### src/rtl/assert_macros.svh
// Assertion macros shared by the scheduler RTL.
// No dependencies; included by files that carry concurrent checks.
`ifndef ASSERT_MACROS_SVH
`define ASSERT_MACROS_SVH

// Check a property while out of reset.
`define LDS_ASSERT(lbl, clk, rstn, prop, msg) \
  lbl: assert property (@(posedge clk) disable iff (!rstn) (prop)) else $error(msg);

// Check a property at every edge, reset included.
`define LDS_ASSERT_ALWAYS(lbl, clk, prop, msg) \
  lbl: assert property (@(posedge clk) (prop)) else $error(msg);

`endif

### src/rtl/ldsch_pkg.sv
// Types and constants of the LOOK disk scheduler.
// No dependencies; imported by every module of the block but the RAM.
package ldsch_pkg;

  localparam int unsigned TRACK_W   = 16;
  localparam int unsigned TOTAL_W   = 22;
  // holds a request count up to the largest supported batch
  localparam int unsigned CNT_W     = 7;
  localparam int unsigned CFG_IDX_W = 1;

  typedef enum logic [CFG_IDX_W-1:0] {
    REG_HEAD = 1'b0,
    REG_PREV = 1'b1
  } cfg_reg_e;

  typedef enum logic [1:0] {
    F_LOAD,
    F_WAIT,
    F_DRAIN
  } front_state_e;

  typedef enum logic [1:0] {
    B_IDLE,
    B_READ,
    B_WAIT,
    B_HOLD
  } back_state_e;

  // One closed batch, sorted ascending in one RAM bank.
  typedef struct packed {
    logic               bank;
    logic [CNT_W-1:0]   n_below;
    logic [CNT_W-1:0]   n_above;
    logic [CNT_W-1:0]   base_above;
    logic [TRACK_W-1:0] head;
    logic               up;
    logic               ovf;
  } desc_t;

endpackage

### src/rtl/ldsch_front.sv
// Front end: insertion-sort chain that loads requests, then drains a closed
// batch into a RAM bank while classifying it against the head track.
// Depends on ldsch_pkg.
module ldsch_front #(
  parameter int unsigned MaxReq = 64,
  localparam int unsigned AW = $clog2(MaxReq)
) (
  input  logic                        clk_i,
  input  logic                        rst_ni,
  input  logic                        push,
  output logic                        full,
  input  logic [ldsch_pkg::TRACK_W-1:0] track_i,
  input  logic                        last_request_i,
  input  logic [ldsch_pkg::TRACK_W-1:0] head_i,
  input  logic [ldsch_pkg::TRACK_W-1:0] prev_i,
  input  logic                        q_full_i,
  output logic                        q_push_o,
  output ldsch_pkg::desc_t            q_desc_o,
  output logic                        ram_we_o,
  output logic [AW:0]                 ram_waddr_o,
  output logic [ldsch_pkg::TRACK_W-1:0] ram_wdata_o
);
  import ldsch_pkg::*;

  localparam int unsigned CW = $clog2(MaxReq + 1);

  front_state_e state_q, state_d;

  logic [TRACK_W-1:0] val_q [MaxReq];
  logic [TRACK_W-1:0] ins_val [MaxReq];
  logic [MaxReq-1:0]  vld_q, ins_vld, le;

  logic [CW-1:0]    cnt_q, didx_q;
  logic [CNT_W-1:0] nb_q, ne_q, nb_fin, ne_fin;
  logic             ovf_q, bank_q;
  logic             accept, ins_en, shift_en, drain_end, is_below, is_eq;

  // Each cell keeps its value, takes the new track, or takes its lower neighbor's.
  for (genvar g = 0; g < MaxReq; g++) begin : g_cell
    assign le[g] = vld_q[g] && (val_q[g] <= track_i);
    if (g == 0) begin : g_first
      assign ins_val[g] = le[g] ? val_q[g] : track_i;
      assign ins_vld[g] = 1'b1;
    end else begin : g_rest
      assign ins_val[g] = le[g] ? val_q[g] : (le[g-1] ? track_i : val_q[g-1]);
      assign ins_vld[g] = vld_q[g] | vld_q[g-1];
    end
  end

  assign accept    = push && !full;
  assign drain_end = (state_q == F_DRAIN) && (didx_q == CW'(cnt_q - 1'b1));
  assign is_below  = val_q[0] < head_i;
  assign is_eq     = val_q[0] == head_i;
  assign nb_fin    = nb_q + CNT_W'(is_below);
  assign ne_fin    = ne_q + CNT_W'(is_eq);

  always_comb begin
    state_d = state_q;
    unique case (state_q)
      F_LOAD:  if (accept && last_request_i) state_d = F_WAIT;
      F_WAIT:  if (!q_full_i) state_d = F_DRAIN;
      F_DRAIN: if (drain_end) state_d = F_LOAD;
      default: state_d = F_LOAD;
    endcase
  end

  always_comb begin
    full        = state_q != F_LOAD;
    ins_en      = accept && (cnt_q < CW'(MaxReq));
    shift_en    = state_q == F_DRAIN;
    ram_we_o    = shift_en;
    ram_waddr_o = {bank_q, didx_q[AW-1:0]};
    ram_wdata_o = val_q[0];
    q_push_o    = drain_end;
    q_desc_o.bank       = bank_q;
    q_desc_o.n_below    = nb_fin;
    q_desc_o.n_above    = CNT_W'(cnt_q) - nb_fin - ne_fin;
    q_desc_o.base_above = nb_fin + ne_fin;
    q_desc_o.head       = head_i;
    q_desc_o.up         = head_i >= prev_i;
    q_desc_o.ovf        = ovf_q;
  end

  always_ff @(posedge clk_i or negedge rst_ni) begin
    if (!rst_ni) begin
      state_q <= F_LOAD;
      vld_q   <= '0;
      cnt_q   <= '0;
      didx_q  <= '0;
      nb_q    <= '0;
      ne_q    <= '0;
      ovf_q   <= 1'b0;
      bank_q  <= 1'b0;
    end else begin
      state_q <= state_d;
      if (ins_en) begin
        vld_q <= ins_vld;
        cnt_q <= CW'(cnt_q + 1'b1);
      end else if (accept) begin
        ovf_q <= 1'b1;
      end
      if (shift_en) begin
        vld_q <= {1'b0, vld_q[MaxReq-1:1]};
        if (drain_end) begin
          cnt_q  <= '0;
          didx_q <= '0;
          nb_q   <= '0;
          ne_q   <= '0;
          ovf_q  <= 1'b0;
          bank_q <= ~bank_q;
        end else begin
          didx_q <= CW'(didx_q + 1'b1);
          nb_q   <= nb_fin;
          ne_q   <= ne_fin;
        end
      end
    end
  end

  always_ff @(posedge clk_i) begin
    if (ins_en) begin
      val_q <= ins_val;
    end else if (shift_en) begin
      for (int i = 0; i < MaxReq - 1; i++) begin
        val_q[i] <= val_q[i+1];
      end
    end
  end

endmodule

### config.mk
export PLATFORM = sky130hd
export DESIGN_NAME = ldsch_front
export DESIGN_NICKNAME = d
export VERILOG_FILES = /design/src/rtl/assert_macros.svh /design/src/rtl/ldsch_pkg.sv /design/src/rtl/ldsch_front.sv
export SDC_FILE = /design/constraint.sdc
export NUM_CORES = 2
export LEC_CHECK = 0
export BUFFER_PORTS_ARGS = -buffer_cell sky130_fd_sc_hd__buf_4
export CORE_MARGIN = 3
export CORE_UTILIZATION = 35
export DETAILED_ROUTE_END_ITERATION = 8
export GPL_TIMING_DRIVEN = 0
export MAX_ROUTING_LAYER = met4
export PLACE_DENSITY_LB_ADDON = 0.08
export SYNTH_ARGS = -nofsm -noshare
export SYNTH_HDL_FRONTEND = slang
export SYNTH_SLANG_ARGS = --single-unit
export TNS_END_PERCENT = 5
### constraint.sdc
create_clock -name clk_i -period 5.13 [get_ports clk_i]
set_input_delay 0.513 -clock clk_i [delete_from_list [all_inputs] [get_ports clk_i]]
set_output_delay 0.513 -clock clk_i [all_outputs]
set_load 0.03 [all_outputs]
==> results.cfg <==
[status]
status = finished, violations left
violations = DRC, capacitance limit, slew limit, setup timing

[logic_synthesis]
synth_compound_area_share_pct = 30.20
synth.mux.area_fraction_pct = 0.1892
synth_adder_area_share_pct = 14.39
synth_area_per_cell_um2 = 9.141
syn_nets = 11484
synth_seq_cells = 1120
ys_types = 77
synth_xor_xnor_area_share_pct = 0.4075
yosysWarnings = 0
synth_top_family_by_area = compound AO/OA/AOI/OAI gates
ys.flop_type = edfxtp_1
synth_edf_count = 1024
syn_inst = 10347
yosysSeqAreaShare_pct = 35.05
synth_area_um2 = 94580
ys_async_sr_fraction_pct = 8.571
synth-simple-area-share_pct = 13.64

[pwr]
p_sw_mw = 44.05
p_seq_share_pct = 32.0
comb_power_share_pct = 54.2
vdd.ir_drop.worst_uv = 634.7
power_density_nw_per_um2 = 792.1
clkPwrFrac_pct = 13.8
p_sw_share_pct = 51.60
p_total_mw = 85.35
p_leak_nw = 40.16
p_int_mw = 41.31

[sta]
fin_worst_skew_ps = 49.44
max_slew_margin_pct = -11.81
hold_viol = 0
rsz0062_at_grt = true
worst_pin_slew_ps = 1677
final.setup.tns_ps = -4774
clock.fmax_ghz = 0.1802
drv_slew = 130
min_period_ps = 5549
worst_slack_ps = -419.4
finalSetupViolations = 52
period_share_pct = 108.2

[final_layout]
final_nets = 11864
final_util_pct = 40.15
syn_to_final_growth_pct = 13.93
fill_cells = 26677
drive_above_1_share_pct = 10.77
final_cell_area_um2 = 107800

[clocking]
cts-root-buf = clkbuf_16
cts_inserted_buffers = 159
clk_latency_ps = 900
htreeDepth = 4
cts_tree = done
clock_sinks = 1120
clkTransAtPathRegs_ps = 50
clockBufferDepth = 4

[route]
drt-initial-drc-count = 16946
routed_wl_um = 565500
ant_nets = 0
vias = 103451
wl_per_cell_um = 39.06
drtPass1Iterations = 9
drc_errors = 1
vias_per_cell = 7.146

[floorplanning]
core.rowCount = 190
fp.coreArea_um2 = 268400
die_w_um = 525.8
floorplan.io_pins = 119
start_util_pct = 35.24
die_h_um = 525.8
die_area_um2 = 276500

[critical_path]
crit_required_ps = 4620
cp-end-kind = output port
path_class = reg2out
startpoint_type = flop
crit_start = ram_wdata_o[12]
arrival_ps = 5040
cpPeakStageDelay_ps = 560
worstPathMaxFanout = 3
cp_cell_sequence = ha_1 > nand4_1 > nor2_4 > nand3_2 > nor4_4 > ha_4 > fa_1 > inv_1 > ha_2 > or2_4 > fa_2 > a21o_1 > a21oi_2 > o21bai_1 > a21oi_1 > xnor2_1 > buf_4
cp_slowest_cell = fa_1
r2r-start = state_q[0]

[hold_path]
hp-class = in2reg
min-delay-start = last_request_i

[place]
dp_slack_ps = -1253
place_congestion = 1.024
dp.final_hpwl_um = 402500
postPlaceCellArea_um2 = 101700
port-buffer-count = 103

[global_route]
grt_pass1_wl_um = 770600
antenna_found_initial = 60
track_usage_pct = 40.08
grt_overflow = 0
grt_pass1_vias = 95554
grt_max_degree = 69

[flow_run]
cap_violations = 12
==> per-layer routing <==
| layer | track usage (%) | routed length, um | vias to the layer above | part of all wire [%] |
|---|---|---|---|---|
| met3 | 11.89 | 70240 | 1708 | 12 |
| met1 | 51.99 | 227600 | 51344 | 40 |
| li1 | - | - | 42542 | - |
| met4 | 20.81 | 33680 | 0 | 6.0 |
| met2 | 56.00 | 234000 | 7857 | 41 |
| met5 | - | 0 | - | 0 |
==> power groups by stage <==
stage          registers (mW)  clock network [mW]  logic [mW]
2_1_floorplan            21.6                   0        29.1
3_3_place_gp             27.0                   0        41.8
3_5_place_dp             26.8                   0        43.7
4_1_cts                  26.6                11.8        44.6
5_1_grt                  27.1                12.1        49.6
6_report                 27.3                11.8        46.3
==> per-stage QoR <==
step	std cells	hold WS, ps
floorplan	10347	217.4
global placement	14002	470.7
detailed placement	14083	422.4
CTS	14403	14.93
global route	14456	110.9
finish	14477	39.52
==> state kept, by name, indices dropped and copies added (netlist names) <==
name and flops:
bank_q 1, cnt_q 7, didx_q 7, nb_q 7, ne_q 7, ovf_q 1, ram_wdata_o 16, state_q 2
val_q 1008, vld_q 64
==> cells in the mapped netlist, types with 18 or more instances <==
library cell | number | area [um2]
nand2_1 | 916 | 3438
xor2_1 | 26 | 227.7
clkbuf_1 | 782 | 2935
buf_1 | 28 | 105.1
o21ai_1 | 27 | 135.1
a2111oi_0 | 44 | 385.4
o221a_2 | 158 | 1779
nor2b_1 | 68 | 425.4
o22ai_1 | 666 | 4167
a221o_1 | 50 | 500.5
a31oi_1 | 150 | 938.4
o21ai_0 | 1113 | 5570
nor3b_1 | 80 | 600.6
a21oi_1 | 624 | 3123
nor4_1 | 48 | 300.3
o221ai_1 | 118 | 1033
buf_6 | 22 | 247.7
a311oi_1 | 64 | 560.5
nand4_1 | 229 | 1433
xnor2_1 | 18 | 157.7
buf_4 | 54 | 405.4
o211ai_1 | 73 | 548.0
buf_2 | 211 | 1056
a21o_1 | 124 | 930.9
a221oi_2 | 35 | 525.5
o311a_1 | 673 | 6736
and3_1 | 32 | 200.2
ha_1 | 1079 | 13500
a221oi_1 | 111 | 972.2
nand3_1 | 822 | 4114
a211oi_1 | 28 | 210.2
o221a_1 | 18 | 202.7
edfxtp_1 | 1024 | 30750
nand2b_1 | 50 | 312.8
nor2_1 | 124 | 465.5
dfrtp_1 | 96 | 2402
nor3_1 | 134 | 670.6
inv_1 | 265 | 994.7
==> final cells by class <==
cell class / instances / area [um2] / area share (%)
antenna: 70 / 175.2 / 0.1626
buffer: 1100 / 5002 / 4.642
clock buffer: 211 / 4400 / 4.084
clock inverter: 78 / 858.3 / 0.7966
inverter: 266 / 998.5 / 0.9266
multi-input combinational: 7861 / 56260 / 52.21
sequential: 1120 / 33150 / 30.77
tap: 3552 / 4444 / 4.124
timing repair buffer: 219 / 2466 / 2.289
==> layout by cell type, fill, tap and decap left out, types with 47 or more instances in the layout <==
| master | count |
|---|---|
| a21o_1 | 124 |
| edfxtp_1 | 1024 |
| clkbuf_1 | 749 |
| nand2b_1 | 50 |
| o311a_1 | 673 |
| buf_2 | 212 |
| clkbuf_16 | 164 |
| ha_1 | 1067 |
| o22ai_1 | 666 |
| a221o_1 | 50 |
| a31oi_1 | 150 |
| o21ai_0 | 1109 |
| o211ai_1 | 73 |
| buf_4 | 193 |
| nand4_1 | 229 |
| inv_1 | 264 |
| nand3_1 | 820 |
| nor2b_1 | 68 |
| nor4_1 | 47 |
| a311oi_1 | 64 |
| a21oi_1 | 619 |
| o221a_2 | 158 |
| nor2_1 | 123 |
| dfrtp_1 | 96 |
| a221oi_1 | 111 |
| diode_2 | 70 |
| nor3b_1 | 80 |
| nand2_1 | 916 |
| o221ai_1 | 73 |
| clkbuf_2 | 54 |
| nor3_1 | 131 |
==> path summary, 6_finish.rpt <==
| kind | to | slack [ps] | depth (start not counted) |
|---|---|---|---|
| max in group asynchronous | vld_q[48] | 4020 | 3 |
| min | state_q[0] | 40 | 5 |
| min reg2reg | ne_q[6] | 510 | 2 |
| max reg2reg | vld_q[11] | 140 | 8 |
| max | q_desc_o[31] | -420 | 17 |
| min in group asynchronous | nb_q[0] | 100 | 2 |
==> worst max-delay path: cells and delay by family, from the launching register on <==
kind	cells	cell delay, ps
AOI/OAI and AO/OA	4	620
xor gates and xnor gates	1	140
adders and majority gates	5	1690
buffers and inverters	2	230
DFF	1	520
and+or+nand+nor	5	950
==> timing repair <==
action	CTS	global route
hold endpoints to repair	67	0
pin swaps	24	12
hold buffers	2	0
buffers inserted	29	3
setup endpoints to repair	172	58
cloned	0	0
gates resized for setup	42	17
==> logic make-up (layout without fill, tap and decap cells) <==
| logic type | count (synthesis) | after routing |
|---|---|---|
| flip-flops | 1120 | 1120 |
| multiplexers | 16 | 16 |
| XOR/XNOR | 44 | 44 |
| other | 0 | 70 |
| buffers and inverters | 1366 | 1874 |
| adder cells (fa/ha/maj) | 1085 | 1085 |
| AO/OA/AOI/OAI | 4104 | 4104 |
| AND/OR/NAND/NOR | 2612 | 2612 |
Power figures use the tool's default switching activity.
