[config.mk]
export PLATFORM = sky130hd
export DESIGN_NAME = ldsch_desc_q
export DESIGN_NICKNAME = d
export VERILOG_FILES = /design/src/rtl/assert_macros.svh /design/src/rtl/ldsch_pkg.sv /design/src/rtl/ldsch_desc_q.sv
export SDC_FILE = /design/constraint.sdc
export NUM_CORES = 1
export LEC_CHECK = 0
export ABC_AREA = 0
export BUFFER_PORTS_ARGS = -buffer_cell sky130_fd_sc_hd__clkbuf_2
export CAP_MARGIN = 20
export CELL_PAD_IN_SITES_DETAIL_PLACEMENT = 1
export CELL_PAD_IN_SITES_GLOBAL_PLACEMENT = 2
export CORE_MARGIN = 4
export CORE_UTILIZATION = 41
export DETAILED_ROUTE_END_ITERATION = 8
export PLACE_DENSITY_LB_ADDON = 0.12
export SETUP_SLACK_MARGIN = 0.3
export SYNTH_ARGS = -nofsm -noshare
export SYNTH_HDL_FRONTEND = slang
export SYNTH_SLANG_ARGS = --single-unit
export TNS_END_PERCENT = 20
[constraint.sdc]
create_clock -name clk_i -period 6.7 [get_ports clk_i]
set_input_delay 1.675 -clock clk_i [delete_from_list [all_inputs] [get_ports clk_i]]
set_output_delay 1.675 -clock clk_i [all_outputs]
set_load 0.005 [all_outputs]
[src/rtl/assert_macros.svh]
// Assertion macros shared by the scheduler RTL.
// No dependencies; included by files that carry concurrent checks.
`ifndef ASSERT_MACROS_SVH
`define ASSERT_MACROS_SVH

// Check a property while out of reset.
`define LDS_ASSERT(lbl, clk, rstn, prop, msg) \
  lbl: assert property (@(posedge clk) disable iff (!rstn) (prop)) else $error(msg);

// Check a property at every edge, reset included.
`define LDS_ASSERT_ALWAYS(lbl, clk, prop, msg) \
  lbl: assert property (@(posedge clk) (prop)) else $error(msg);

`endif

[src/rtl/ldsch_pkg.sv]
// Types and constants of the LOOK disk scheduler.
// No dependencies; imported by every module of the block but the RAM.
package ldsch_pkg;

  localparam int unsigned TRACK_W   = 16;
  localparam int unsigned TOTAL_W   = 22;
  // holds a request count up to the largest supported batch
  localparam int unsigned CNT_W     = 7;
  localparam int unsigned CFG_IDX_W = 1;

  typedef enum logic [CFG_IDX_W-1:0] {
    REG_HEAD = 1'b0,
    REG_PREV = 1'b1
  } cfg_reg_e;

  typedef enum logic [1:0] {
    F_LOAD,
    F_WAIT,
    F_DRAIN
  } front_state_e;

  typedef enum logic [1:0] {
    B_IDLE,
    B_READ,
    B_WAIT,
    B_HOLD
  } back_state_e;

  // One closed batch, sorted ascending in one RAM bank.
  typedef struct packed {
    logic               bank;
    logic [CNT_W-1:0]   n_below;
    logic [CNT_W-1:0]   n_above;
    logic [CNT_W-1:0]   base_above;
    logic [TRACK_W-1:0] head;
    logic               up;
    logic               ovf;
  } desc_t;

endpackage

[src/rtl/ldsch_desc_q.sv]
// Two-entry batch queue between front and back; the head entry is held
// until the back end releases it, which also keeps its RAM bank reserved.
// Depends on ldsch_pkg.
module ldsch_desc_q (
  input  logic             clk_i,
  input  logic             rst_ni,
  input  logic             push_i,
  input  ldsch_pkg::desc_t desc_i,
  output logic             full_o,
  output logic             valid_o,
  output ldsch_pkg::desc_t head_o,
  input  logic             release_i
);
  import ldsch_pkg::*;

  desc_t      entry_q [2];
  logic       wr_q, rd_q;
  logic [1:0] cnt_q;

  assign full_o  = cnt_q == 2'd2;
  assign valid_o = cnt_q != 2'd0;
  assign head_o  = entry_q[rd_q];

  always_ff @(posedge clk_i or negedge rst_ni) begin
    if (!rst_ni) begin
      wr_q  <= 1'b0;
      rd_q  <= 1'b0;
      cnt_q <= 2'd0;
    end else begin
      if (push_i) wr_q <= ~wr_q;
      if (release_i) rd_q <= ~rd_q;
      cnt_q <= cnt_q + 2'(push_i) - 2'(release_i);
    end
  end

  always_ff @(posedge clk_i) begin
    if (push_i) entry_q[wr_q] <= desc_i;
  end

endmodule

==> impl_metrics.env, run 1 <==
export IMPL_die_area_um2=9520
export IMPL_firstDrtPassIters=4
export IMPL_cts_buffers_inserted=9
export IMPL_antenna_cells=0
export IMPL_clk_path_buf_depth=2
export IMPL_status="finished clean"
export IMPL_seq_area_frac_synth_pct=76.1
export IMPL_via_per_inst=4.60
export IMPL_holdWs_ps=547
export IMPL_critPathCaptureType="output pin"
export IMPL_die_w_um=97.6
export IMPL_clock_sinks=84
export IMPL_drt_iter0_drc=49
export IMPL_ys_ff_latch=84
export IMPL_place_gp_congestion=0.660
export IMPL_dp_hpwl_mm=3.90
export IMPL_fin_crit_sh_pct=57.1
export IMPL_pin_count=86
export IMPL_grt_pass1_wl_mm=8.93
export IMPL_post_cts_buffers=0
export IMPL_finalInstanceArea_um2=3980
export IMPL_synth_top_area_share_pct=73.0
export IMPL_layout_nets=279
export IMPL_dieHeight_um=97.6
export IMPL_ys_flop_type="edfxtp_1"
export IMPL_async_flop_share_pct=4.76
export IMPL_synth_nets=186
export IMPL_grt_max_degree=41
export IMPL_synthMostInstantiatedCell="edfxtp_1"
export IMPL_ys_types=13
export IMPL_fin_crit_ps=3830
export IMPL_start_util_pct=42.3
export IMPL_tightest_slew_ps=975
export IMPL_finalSetupViolations=0
export IMPL_hold_violations=0
export IMPL_synth_edf_count=80
export IMPL_max_freq_ghz=0.261
export IMPL_first_global_vias=1789
export IMPL_io_buffers=85
export IMPL_yosysWarningCount=0
export IMPL_slew_headroom_pct=35.0
export IMPL_drc=0
export IMPL_cap_violations=0
export IMPL_drive_gt1_share_pct=60.5
export IMPL_rsz0062_at_grt="false"
export IMPL_cts_htree_levels=3
export IMPL_synth_top_cells_by_area="edfxtp_1, mux2_4, dfrtp_1"
export IMPL_coreArea_um2=7770
export IMPL_worstPathRequired_ps=5030
export IMPL_powerDensity_nw_per_um2=395
export IMPL_grt_use_total_pct=12.3
export IMPL_route_vias_total=1565
export IMPL_clock_skew_ps=2.51
export IMPL_criticalPathCategory="reg -> out"
export IMPL_place_area_um2=3770
export IMPL_worstPathArrival_ps=2150
export IMPL_cp_start_kind="flip-flop"
export IMPL_synthCells=140
export IMPL_path_max_fanout=21
export IMPL_tns_ps=0
export IMPL_cts_tree="yes"
export IMPL_syn_cell_area_um2=3290
export IMPL_hold_buffers=0
export IMPL_drv_slew=0
export IMPL_hold_path_class="reg -> reg"
export IMPL_antenna_found_initial=0
export IMPL_ir_drop_uv=203
export IMPL_postRouteAntennaNets=0
export IMPL_clk_pin_slew_ps=70
export IMPL_drt_wirelength_per_cell_um=16.4
export IMPL_leakage_nw=1.64
export IMPL_cts_root_buf="clkbuf_8"
export IMPL_drt_wl_total_mm=5.57
export IMPL_clk_latency_ps=340
export IMPL_syn2layout_area_growth_pct=21.0
export IMPL_synth_commonest_cells="edfxtp_1, mux2_4, buf_12, dfrtp_1"
export IMPL_rows=32
export IMPL_synth_top_area_cell="edfxtp_1"
export IMPL_overflow=0
export IMPL_avgSynthCellArea_um2=23.5
export IMPL_utilization_pct=51.3
export IMPL_cts_resized=0
[flip-flops by register name, summed over array words and instances (netlist names)]
signal / flops
cnt_q: 2
entry_q: 80
rd_q: 1
wr_q: 1
[placed cells by master, fill, tap and decap left out]
master / count
nor2b_4: 1
clkbuf_1: 3
buf_16: 1
dfrtp_2: 1
xor2_1: 2
edfxtp_1: 80
xor3_1: 1
clkbuf_8: 9
clkbuf_2: 85
nor2b_1: 1
or2_2: 1
clkinv_2: 1
ha_1: 2
bufinv_16: 1
mux2_2: 1
inv_1: 2
clkinvlp_4: 2
buf_4: 1
mux2_4: 39
dfrtp_1: 3
and2_2: 1
[stage by stage]
stage | cells | power (mW) | setup WS [ps]
detailed placement | 323 | 1.26 | 3210
global route | 340 | 1.67 | 2760
finish | 340 | 1.57 | 2870
CTS | 339 | 1.60 | 2830
global placement | 323 | 1.23 | 3270
floorplan | 140 | 1.12 | 2790
[report_power, final]
part / leakage [nW] / internal [mW] / switching [mW]
registers: 0.796 / 0.700 / 0.0656
clock network: 0.0866 / 0.172 / 0.162
logic: 0.759 / 0.283 / 0.191
total: 1.64 / 1.15 / 0.419
[per-layer routing]
| metal | vias to the layer above | GRT usage [%] | part of all wire [%] |
|---|---|---|---|
| met2 | 54 | 21.9 | 54 |
| li1 | 728 | - | - |
| met5 | - | 0 | 0 |
| met3 | 7 | 4.31 | 6.1 |
| met4 | 0 | 5.11 | 1.2 |
| met1 | 776 | 13.1 | 38 |
[cell families (layout without fill, tap and decap cells)]
family / Yosys count / count (layout) / synth area share, %
DFF: 84 / 84 / 76.1
buffers and inverters: 7 / 105 / 3.01
adders and majority gates: 2 / 2 / 0.761
and+or+nand+nor: 4 / 4 / 0.761
muxes: 40 / 40 / 18.1
xor gates and xnor gates: 3 / 3 / 1.26
[cell type report]
class	instances	area, µm²
Inverter	2	7.51
Clock inverter	4	50.0
Multi-Input combinational cell	49	697
Timing Repair Buffer	87	460
Sequential cell	84	2500
Tap cell	102	128
Clock buffer	12	135
Fill cell	761	3790
[worst max-delay path, stage by stage (launching register included)]
cell and delay, ps:
dfrtp_2 810, buf_4 490, mux2_2 390, clkbuf_2 110
[path summary, 6_finish.rpt]
path / start / slack, ps / end / cells after the start
worst max-delay path: rd_q$_DFFE_PN0P_ / 2870 / head_o[39] / 3
worst min-delay path: wr_q$_DFFE_PN0P_ / 550 / wr_q$_DFFE_PN0P_ / 1
worst max register to register: wr_q$_DFFE_PN0P_ / 5070 / entry_q[1][2]$_DFFE_PP_ / 1
worst min register to register: wr_q$_DFFE_PN0P_ / 550 / wr_q$_DFFE_PN0P_ / 1
max in group asynchronous: rst_ni / 5440 / rd_q$_DFFE_PN0P_ / 1
min in group asynchronous: rst_ni / 1130 / cnt_q[1]$_DFF_PN0_ / 1
No activity file was read; power rests on OpenSTA's default activity.
==> run 2, diff against run 1 <==
- ABC_AREA: 0 -> 1
- CORE_UTILIZATION: 41 -> 35
- clock period: 6.7 -> 3.8 ns (I/O delays scaled with it)
==> run 2 against run 1 <==
Largest power group unchanged. Worst setup slack worse by 1900 ps. Non-clock buffer count is 1 higher. Area after synthesis is 2.2% higher. Routed wire length is 7.4% higher. Largest cell class unchanged. Critical path depth stayed put. Clock power is 70% higher. Final area is 1.8% higher. Highest routed layer unchanged. Die area is 18% higher. Sequential power is 88% higher.
==> impl_metrics.env, run 2 <==
export IMPL_status="finished clean"
export IMPL_yosysWarningCount=0
export IMPL_overflow=0
export IMPL_drt_wl_total_mm=5.99
export IMPL_syn2layout_area_growth_pct=20.5
export IMPL_layout_commonest_cell="clkbuf_2"
export IMPL_clock_sinks=84
export IMPL_powerDensity_nw_per_um2=685
export IMPL_finalInstanceArea_um2=4050
export IMPL_cts_htree_levels=3
export IMPL_hold_path_class="in -> async"
export IMPL_place_area_um2=3880
export IMPL_dieHeight_um=106
export IMPL_postRouteAntennaNets=0
export IMPL_slew_headroom_pct=32.2
export IMPL_ys_ff_latch=84
export IMPL_synthMostInstantiatedCell="edfxtp_1"
export IMPL_start_util_pct=36.2
export IMPL_clk_pin_slew_ps=70
export IMPL_synth_top_cells_by_area="edfxtp_1, o21ai_2, inv_1"
export IMPL_cts_buffers_inserted=9
export IMPL_fin_crit_sh_pct=74.3
export IMPL_die_area_um2=11200
export IMPL_ys_flop_type="edfxtp_1"
export IMPL_route_vias_total=1929
export IMPL_hold_violations=0
export IMPL_utilization_pct=43.6
export IMPL_preCtsSetupSlack_ps=1280
export IMPL_die_w_um=106
export IMPL_syn_cell_area_um2=3360
export IMPL_antenna_found_initial=0
export IMPL_via_per_inst=4.23
export IMPL_critPathCaptureType="output pin"
export IMPL_synth_edf_count=80
export IMPL_firstDrtPassIters=4
export IMPL_post_cts_buffers=0
export IMPL_io_buffers=85
export IMPL_synth_commonest_cells="edfxtp_1, inv_1, nand2_1"
export IMPL_clk_path_buf_depth=2
export IMPL_first_global_vias=1978
export IMPL_worstPathRequired_ps=2850
export IMPL_rows=35
export IMPL_synth_nets=280
export IMPL_largestRegisters="entry_q (80), cnt_q (2)"
export IMPL_synth_top_area_share_pct=71.5
export IMPL_max_freq_ghz=0.354
export IMPL_drv_slew=0
export IMPL_largest_reg_flops=80
export IMPL_top_register="entry_q"
export IMPL_coreArea_um2=9280
export IMPL_drt_iter0_drc=52
export IMPL_cts_resized=0
export IMPL_hold_buffers=0
export IMPL_cap_violations=0
export IMPL_ys_types=10
export IMPL_cp_start_kind="flip-flop"
export IMPL_pin_count=86
export IMPL_drt_wirelength_per_cell_um=13.1
export IMPL_drc=0
export IMPL_place_gp_congestion=0.627
export IMPL_async_flop_share_pct=4.76
export IMPL_fin_total_pwr_mw=2.77
export IMPL_worstPathArrival_ps=1870
export IMPL_drive_gt1_share_pct=43.4
export IMPL_ir_drop_uv=448
export IMPL_clock_skew_ps=4.13
export IMPL_mostFrequentLayoutCells="clkbuf_2, edfxtp_1, nand2_1"
export IMPL_fin_crit_ps=2820
export IMPL_clk_latency_ps=330
export IMPL_ff2ff_path_depth=2
export IMPL_finalSetupViolations=0
export IMPL_avgSynthCellArea_um2=14.4
export IMPL_synthCells=234
export IMPL_antenna_cells=0
export IMPL_fin_ws_ps=976
export IMPL_cts_tree="yes"
export IMPL_layout_nets=370
export IMPL_dp_hpwl_mm=4.00
export IMPL_rsz0062_at_grt="false"
export IMPL_grt_max_degree=81
export IMPL_tns_ps=0
export IMPL_seq_area_frac_synth_pct=74.4
export IMPL_criticalPathCategory="reg -> out"
export IMPL_cts_root_buf="clkbuf_8"
export IMPL_path_max_fanout=80
export IMPL_leakage_nw=1.75
export IMPL_reg2reg_slack_ps=2240
export IMPL_tightest_slew_ps=1020
export IMPL_grt_pass1_wl_mm=9.56
export IMPL_grt_use_total_pct=11.3
export IMPL_synth_top_area_cell="edfxtp_1"
[run 2: kinds of logic (layout without fill, tap and decap cells)]
family                     after synthesis  count (layout)  synth area share (%)
AOI/OAI and AO/OA                       40              40                  10.4
xor gates and xnor gates                 2               2                 0.521
adders and majority gates                2               2                 0.744
buffers and inverters                   56             149                  8.26
DFF                                     84              84                  74.4
and+or+nand+nor                         50              50                  5.62
[run 2: worst paths after layout]
path	endpoint	from
max	head_o[21]	rd_q$_DFFE_PN0P_
min	wr_q$_DFFE_PN0P_	rst_ni
max reg2reg	entry_q[1][0]$_DFFE_PP_	wr_q$_DFFE_PN0P_
min reg2reg	wr_q$_DFFE_PN0P_	wr_q$_DFFE_PN0P_
max in group asynchronous	rd_q$_DFFE_PN0P_	rst_ni
min in group clk_i	wr_q$_DFFE_PN0P_	wr_q$_DFFE_PN0P_
[run 2: routing by layer]
layer  wire [µm]  track usage (%)  vias to the layer above
li1            -                -                      966
met4          48             5.27                        0
met1        2330             12.6                      916
met2        3290             20.1                       43
met5           0                0                        -
met3         316             3.16                        4
[run 2: cell type report]
class,count,area [µm²]
sequential,84,2510
multi-input combinational,94,589
fill,1034,5230
tap,129,161
clock inverter,4,42.5
inverter,47,176
clock buffer,10,128
timing repair buffer,88,448
[run 2: worst max-delay path: stages, from the launching register on]
cell	delay, ps
dfrtp_4	1110
buf_4	260
o21ai_2	60
clkbuf_2	110
[run 2: metrics by stage]
| stage | std cells | hold slack, ps |
|---|---|---|
| finish | 456 | 422 |
| CTS | 456 | 397 |
| global placement | 442 | 537 |
| global route | 456 | 394 |
| floorplan | 234 | 463 |
| detailed placement | 442 | 545 |
[run 2: report_power, final]
| group | internal [mW] | leakage (nW) | switching [mW] |
|---|---|---|---|
| clock | 0.292 | 0.0871 | 0.279 |
| combinational | 0.353 | 0.863 | 0.413 |
| sequential | 1.23 | 0.797 | 0.204 |
