[config.mk]
export PLATFORM = sky130hd
export DESIGN_NAME = ldsch_back
export DESIGN_NICKNAME = d
export VERILOG_FILES = /design/src/rtl/assert_macros.svh /design/src/rtl/ldsch_pkg.sv /design/src/rtl/ldsch_back.sv
export SDC_FILE = /design/constraint.sdc
export NUM_CORES = 1
export LEC_CHECK = 0
export BUFFER_PORTS_ARGS = -buffer_cell sky130_fd_sc_hd__clkbuf_2
export CAP_MARGIN = 5
export CORE_UTILIZATION = 26
export DETAILED_ROUTE_END_ITERATION = 16
export RECOVER_POWER = 50
export SETUP_SLACK_MARGIN = 0.2
export SYNTH_ARGS = -nofsm -noshare
export SYNTH_HDL_FRONTEND = slang
export SYNTH_SLANG_ARGS = --single-unit
export TNS_END_PERCENT = 30
[constraint.sdc]
create_clock -name clk_i -period 10.22 [get_ports clk_i]
set_clock_uncertainty 0.2 [all_clocks]
set_input_delay 0.511 -clock clk_i [delete_from_list [all_inputs] [get_ports clk_i]]
set_output_delay 0.511 -clock clk_i [all_outputs]
set_load 0.05 [all_outputs]
[src/rtl/assert_macros.svh]
// Assertion macros shared by the scheduler RTL.
// No dependencies; included by files that carry concurrent checks.
`ifndef ASSERT_MACROS_SVH
`define ASSERT_MACROS_SVH

// Check a property while out of reset.
`define LDS_ASSERT(lbl, clk, rstn, prop, msg) \
  lbl: assert property (@(posedge clk) disable iff (!rstn) (prop)) else $error(msg);

// Check a property at every edge, reset included.
`define LDS_ASSERT_ALWAYS(lbl, clk, prop, msg) \
  lbl: assert property (@(posedge clk) (prop)) else $error(msg);

`endif

[src/rtl/ldsch_pkg.sv]
// Types and constants of the LOOK disk scheduler.
// No dependencies; imported by every module of the block but the RAM.
package ldsch_pkg;

  localparam int unsigned TRACK_W   = 16;
  localparam int unsigned TOTAL_W   = 22;
  // holds a request count up to the largest supported batch
  localparam int unsigned CNT_W     = 7;
  localparam int unsigned CFG_IDX_W = 1;

  typedef enum logic [CFG_IDX_W-1:0] {
    REG_HEAD = 1'b0,
    REG_PREV = 1'b1
  } cfg_reg_e;

  typedef enum logic [1:0] {
    F_LOAD,
    F_WAIT,
    F_DRAIN
  } front_state_e;

  typedef enum logic [1:0] {
    B_IDLE,
    B_READ,
    B_WAIT,
    B_HOLD
  } back_state_e;

  // One closed batch, sorted ascending in one RAM bank.
  typedef struct packed {
    logic               bank;
    logic [CNT_W-1:0]   n_below;
    logic [CNT_W-1:0]   n_above;
    logic [CNT_W-1:0]   base_above;
    logic [TRACK_W-1:0] head;
    logic               up;
    logic               ovf;
  } desc_t;

endpackage

[src/rtl/ldsch_back.sv]
// Back end: walks one sorted batch in LOOK order out of its RAM bank and
// forms each move with distance and running total.
// Depends on ldsch_pkg.
module ldsch_back #(
  parameter int unsigned MaxReq = 64,
  localparam int unsigned AW = $clog2(MaxReq)
) (
  input  logic                          clk_i,
  input  logic                          rst_ni,
  input  logic                          d_valid_i,
  input  ldsch_pkg::desc_t              desc_i,
  output logic                          release_o,
  output logic [AW:0]                   ram_raddr_o,
  input  logic [ldsch_pkg::TRACK_W-1:0] ram_rdata_i,
  output logic                          empty,
  input  logic                          pop,
  output logic [ldsch_pkg::TRACK_W-1:0] from_track_o,
  output logic [ldsch_pkg::TRACK_W-1:0] to_track_o,
  output logic [ldsch_pkg::TRACK_W-1:0] distance_o,
  output logic [ldsch_pkg::TOTAL_W-1:0] running_total_o,
  output logic                          last_move_o,
  output logic                          dropped_o
);
  import ldsch_pkg::*;

  back_state_e state_q, state_d;

  logic [CNT_W-1:0]   k_q, total, idx;
  logic [TRACK_W-1:0] head_q, move_dist;
  logic [TRACK_W-1:0] from_q, to_q, dist_q;
  logic [TOTAL_W-1:0] sum_q;
  logic               last_q, drop_q, in_first;

  assign total = desc_i.n_below + desc_i.n_above;

  // First leg: above ascending when moving up, below descending otherwise.
  always_comb begin
    if (desc_i.up) begin
      in_first = k_q < desc_i.n_above;
      idx = in_first ? desc_i.base_above + k_q : total - CNT_W'(1) - k_q;
    end else begin
      in_first = k_q < desc_i.n_below;
      idx = in_first ? desc_i.n_below - CNT_W'(1) - k_q
                     : desc_i.base_above + k_q - desc_i.n_below;
    end
  end

  assign ram_raddr_o = {desc_i.bank, idx[AW-1:0]};
  assign move_dist = (ram_rdata_i > head_q) ? ram_rdata_i - head_q : head_q - ram_rdata_i;

  always_comb begin
    state_d = state_q;
    unique case (state_q)
      B_IDLE: if (d_valid_i && (total != '0)) state_d = B_READ;
      B_READ: state_d = B_WAIT;
      B_WAIT: state_d = B_HOLD;
      B_HOLD: if (pop) state_d = last_q ? B_IDLE : B_WAIT;
      default: state_d = B_IDLE;
    endcase
  end

  always_comb begin
    empty     = state_q != B_HOLD;
    release_o = ((state_q == B_IDLE) && d_valid_i && (total == '0)) ||
                ((state_q == B_HOLD) && pop && last_q);
  end

  always_ff @(posedge clk_i or negedge rst_ni) begin
    if (!rst_ni) begin
      state_q <= B_IDLE;
      k_q     <= '0;
      last_q  <= 1'b0;
    end else begin
      state_q <= state_d;
      if (state_q == B_IDLE) begin
        k_q <= '0;
      end else if (state_q == B_WAIT) begin
        last_q <= CNT_W'(k_q + 1'b1) == total;
        k_q    <= CNT_W'(k_q + 1'b1);
      end
    end
  end

  always_ff @(posedge clk_i) begin
    if (state_q == B_IDLE) begin
      head_q <= desc_i.head;
      sum_q  <= '0;
    end else if (state_q == B_WAIT) begin
      from_q <= head_q;
      to_q   <= ram_rdata_i;
      dist_q <= move_dist;
      sum_q  <= TOTAL_W'(sum_q + move_dist);
      drop_q <= desc_i.ovf;
      head_q <= ram_rdata_i;
    end
  end

  assign from_track_o    = from_q;
  assign to_track_o      = to_q;
  assign distance_o      = dist_q;
  assign running_total_o = sum_q;
  assign last_move_o     = last_q;
  assign dropped_o       = drop_q;

endmodule

==> results of run 1 <==
[Yosys cell counts (10+ instances only)]
cell type,n
nand3_1,15
nor3_1,12
a21o_1,18
xor2_1,26
nand2_1,78
a21oi_1,62
clkbuf_1,15
ha_1,87
edfxtp_1,65
o21a_1,10
o21ai_1,23
nor2b_1,17
inv_1,69
xnor2_1,31
nor2_1,36
dfrtp_1,10
dfxtp_1,22
a211oi_1,14
o21ai_0,49
[routing by layer]
layer | part of all wire [%] | GRT usage (%)
met3 | 5.4 | 3.68
met2 | 47 | 21.9
met4 | 1.4 | 3.56
met5 | 0 | 0
met1 | 47 | 16.7
[critical path, cell delays in order (launching register included)]
cell	delay [ps]
edfxtp_1	420
ha_1	510
nand4_2	170
or3_4	380
nand3b_4	170
a21oi_4	600
mux2i_1	300
xor2_1	330
ha_1	340
a211oi_1	220
nor2_1	90
o41ai_1	450
a211oi_2	170
o2111ai_1	340
nor3_1	80
a311o_1	320
[registers in the layout, indices dropped and copies added, names as in the netlist]
signal           flops
head_q              16
distance_o          16
state_q              2
dropped_o            1
k_q                  7
last_move_o          1
from_track_o        16
to_track_o          16
running_total_o     22
[where the power goes]
part	internal (µW)	switching [µW]	total [µW]
Clock	192	159	351
Sequential	510	73.4	583
Combinational	449	859	1310
[what timing repair did]
action | CTS | global route
hold endpoints to repair | 10 | 0
hold buffers | 1 | 0
resized for setup | 0 | 0
[stage by stage]
| stage | instances | setup WS [ps] | power, µW |
|---|---|---|---|
| after floorplan | 783 | 5780 | 1630 |
| after global placement | 1268 | 4830 | 1900 |
| after detailed placement | 1268 | 4760 | 1920 |
| after CTS | 1285 | 5000 | 2280 |
| after global routing | 1285 | 4720 | 2410 |
| final | 1285 | 5030 | 2240 |
[cell families after synthesis]
family | Yosys count | synth area share (%)
simple gates | 193 | 12.8
xor+xnor | 58 | 7.06
mux | 10 | 1.46
flops | 97 | 36.2
compound gates | 230 | 19.7
buf+inv | 100 | 5.72
fa+ha+maj | 95 | 17.1
[area by class of cell]
class,count,share of cell area [%]
clock inverter,7,0.922
inverter,71,3.12
tap,372,5.44
clock buffer,9,2.63
timing repair buffer,143,7.37
sequential,97,30.9
multi-input combinational,586,49.6
[final timing paths]
| path | startpoint | to | slack [ps] | cells after the start |
|---|---|---|---|---|
| min in group asynchronous | rst_ni | k_q[1]$_DFFE_PN0P_ | 470 | 2 |
| max | head_q[11]$_DFFE_PP_ | running_total_o[19]$_SDFFE_PP0P_ | 5030 | 15 |
| min | desc_i[0] | dropped_o$_DFFE_PP_ | 130 | 1 |
| max reg2reg | head_q[11]$_DFFE_PP_ | running_total_o[19]$_SDFFE_PP0P_ | 5030 | 15 |
| min reg2reg | head_q[15]$_DFFE_PP_ | from_track_o[15]$_DFFE_PP_ | 250 | 0 |
| max in group asynchronous | rst_ni | k_q[3]$_DFFE_PN0P_ | 8980 | 2 |
==> reports/metrics.yaml, run 1 <==
drt:
  drcViolationCount: 0
  drt_iter0_drc: 276
  drt.antenna.violating_nets: 0
  firstDrtPassIters: 5
  routed_via_density: 4.65
  via_count: 5978
  wl_per_cell_um: 14.7
  drt_wl_total_mm: 18.8
die:
  die_h_um: 170
  die_w_um: 170
  ios: 141
  initial_core_util_pct: 26.8
  die-area_um2: 28800
  rows: 60
  core_um2: 27300
grt:
  antenna_found_initial: 0
  grt_usage_pct: 13.2
  grt_max_degree: 35
  grt-ovfl-total: 0
  grt_pass1_vias: 5639
  grt_pass1_wl_mm: 29.5
sta:
  setup_viol: 0
  timing.final.hold_violations: 0
  hold_slack_ps: 134
  min_period_ps: 5190
  relSlewSlack_pct: 4.42
  final.period_utilization_pct: 50.8
  fmax_mhz: 193
  fin_setup_tns_ps: 0
  maxSlewViolCount: 0
  worst-slew-pin-transition_ps: 1430
  grt_setup_unrepaired: "false"
layout:
  design_area_um2: 8550
  antennaDiodeCount: 0
  syn_to_final_growth_pct: 17.1
  final_common_cell: "ha_1"
  multiInputGateArea_um2: 4240
  fillers: 2860
  ff_latch_area_um2: 2640
  nets: 1063
  drive_gt1_share_pct: 9.97
  utilization_pct: 31.4
  layout_common_cells: "ha_1, clkbuf_1, nand2_1"
power_and_ir_drop:
  ir_drop_mv: 0.104
  p_leak_uw: 0.00362
  p_per_area_nw_per_um2: 262
synthesis:
  synthTopCellsByArea: "edfxtp_1, ha_1, dfxtp_1"
  synth_top_cell_by_area: "edfxtp_1"
  syn_avg_cell_area_um2: 9.33
  synthDistinctLibCells: 65
  syn_inst: 783
  ys_ff_latch: 97
  seq_area_frac_synth_pct: 36.2
  synthesis.area_um2: 7300
  syn_nets: 938
  netlist.area_leader.share_pct: 26.7
  async_flop_share_pct: 10.3
  synth_ff_type: "edfxtp_1"
  synth-edff-count: 65
  synth_warnings: 0
clock_network:
  cts_inserted_buffers: 9
  tritoncts: "yes"
  htree_levels: 3
  clock_path_buffers: 2
  cts-root-buf: "clkbuf_16"
  cts_sinks: 97
  path_clk_slew_ps: 70
  clk_latency_ps: 360
  postCtsSetupBuffers: 0
place:
  post_dp_cell_area_um2: 8340
  gp_congestion: 0.849
  hpwl_mm: 14.9
  place.port_buffers: 137
critical_path:
  crit_path_end_kind: "flop"
  worst_ep_required_time_ps: 10270
  critPathLaunchType: "flop"
  criticalPathCategory: "flop to flop"
  worst-path-max-fanout: 24
  crit_arrival_ps: 5240
min_path:
  hp-class: "primary input to flop"
outcome:
  status: "completed"
job:
  maxCapViolations: 0
Note: power is estimated with default switching activity, not from simulation.
==> run 2: changes to the inputs <==
clock period = 5.15 ns   (was 10.22 ns; I/O delays follow)
==> reports/metrics.yaml, run 2 (same netlist as run 1, synthesis figures left out) <==
layout:
  ff_latch_area_um2: 2640
  multiInputGateArea_um2: 4350
  syn_to_final_growth_pct: 24.8
  final_cells: 1335
  layout_common_cells: "ha_1, clkbuf_1, nand2_1"
  largest_reg_flops: 22
  nets: 1113
  drive_gt1_share_pct: 12.6
  fillers: 2834
  antennaDiodeCount: 0
critical_path:
  path_cells: "dlygate4sd3_1 > clkbuf_1 > inv_1 > ha_2 > inv_1 > fa_2 > a211oi_2 > o211ai_1 > nand3b_4 > a21oi_4 > buf_4 > nor3_1 > o22ai_1 > xor2_1 > ha_1 > a21o_1 > a21o_1 > a21o_1 > a21o_1 > o2111ai_4 > nor3_1 > a311o_1"
  cp_slowest_cell: "dlygate4sd3_1"
  criticalPathCategory: "primary input to flop"
  worst_ep_required_time_ps: 5200
  worst-path-max-fanout: 7
  crit_arrival_ps: 4830
  critPathLaunchType: "primary input"
  cpPeakStageDelay_ps: 530
  crit_path_end_kind: "flop"
  critPathMostFrequentCell: "a21o_1"
clock_network:
  path_clk_slew_ps: 70
  cts-root-buf: "clkbuf_16"
  clk_latency_ps: 360
  cts_inserted_buffers: 9
  clock_path_buffers: 2
  htree_levels: 3
  cts_sinks: 97
  tritoncts: "yes"
grt:
  grt_max_degree: 35
  grt-ovfl-total: 0
  grt_pass1_vias: 5936
  grt_usage_pct: 13.8
  antenna_found_initial: 0
  grt_pass1_wl_mm: 31.1
sta:
  grt_setup_unrepaired: "false"
  worst-slew-pin-transition_ps: 1040
  relSlewSlack_pct: 30.6
  fin_setup_tns_ps: 0
  fmax_mhz: 209
  maxSlewViolCount: 0
  final.period_utilization_pct: 92.7
  timing.final.hold_violations: 0
  min_period_ps: 4780
  setup_viol: 0
job:
  maxCapViolations: 0
drt:
  drt_iter0_drc: 318
  routed_via_density: 4.62
  firstDrtPassIters: 4
  drt.antenna.violating_nets: 0
  wl_per_cell_um: 14.7
  drt_wl_total_mm: 19.6
  via_count: 6174
  drcViolationCount: 0
die:
  ios: 141
  core_um2: 27300
  rows: 60
  die-area_um2: 28800
  die_h_um: 170
  die_w_um: 170
  initial_core_util_pct: 26.8
place:
  hpwl_mm: 15.0
  place.port_buffers: 137
  gp_congestion: 0.856
  dp.cells: 1276
power_and_ir_drop:
  p_leak_uw: 0.00383
  p_per_area_nw_per_um2: 500
  ir_drop_mv: 0.185
min_path:
  hp-class: "primary input to flop"
outcome:
  status: "completed"
[run 2: per-layer routing]
metal	vias to the layer above	GRT usage [%]	wire length, µm
met5	-	0	0
met3	31	3.45	1000
li1	3144	-	-
met4	0	5.01	507
met2	131	22.5	8910
met1	2868	17.7	9210
[run 2: stage by stage]
stage                     power, µW  hold slack [ps]  utilization [%]  setup WS (ps)  cell area [µm²]
final                          4560             20.6             33.4            374             9110
after global routing           4910             30.7             33.4            104             9110
after CTS                      4530             11.4             33.2            236             9040
after detailed placement       3810            -55.5             30.8            396             8400
after global placement         3780            -63.1             30.8            467             8400
after floorplan                3220             -238                -            850             7300
[run 2: repair_timing]
item / CTS / global route
gates resized for setup: 0 / 19
setup buffers: 0 / 8
setup endpoints to repair: 0 / 7
hold buffers: 35 / 0
endpoints found under the hold margin: 43 / 0
[run 2: layout make-up]
| type | count | area share (%) |
|---|---|---|
| flip-flops and latches | 97 | 29.0 |
| clock inverters | 7 | 0.687 |
| clock buffers | 9 | 2.47 |
| repair buffers | 193 | 12.0 |
| multi-input cells | 586 | 47.8 |
| inverters | 71 | 2.93 |
| well taps | 372 | 5.11 |
[run 2: power by group]
group          total [µW]  leakage, µW  internal, µW  switching, µW
combinational        2720      0.00277           982           1740
clock                 670     0.000132           337            332
sequential           1170     0.000927          1010            161
total                4560      0.00383          2330           2230
[run 2: worst max-delay path: cells and delay by family]
kind / cells / cell delay [ps]
XOR/XNOR: 1 / 300
adder cells (fa/ha/maj): 3 / 850
AO/OA/AOI/OAI: 10 / 1980
AND/OR/NAND/NOR: 3 / 440
buffers and inverters: 5 / 1000
[run 2: path summary, 6_finish.rpt]
kind,start,endpoint,slack [ps],cells after the start
min in group asynchronous,rst_ni,state_q[0]$_DFFE_PN0P_,200,2
max reg2reg,head_q[13]$_DFFE_PP_,running_total_o[19]$_SDFFE_PP0P_,620,17
max,ram_rdata_i[0],running_total_o[19]$_SDFFE_PP0P_,370,22
min reg2reg,head_q[15]$_DFFE_PP_,from_track_o[15]$_DFFE_PP_,260,0
max in group asynchronous,rst_ni,k_q[3]$_DFFE_PN0P_,4170,2
min,desc_i[2],head_q[0]$_DFFE_PP_,20,3
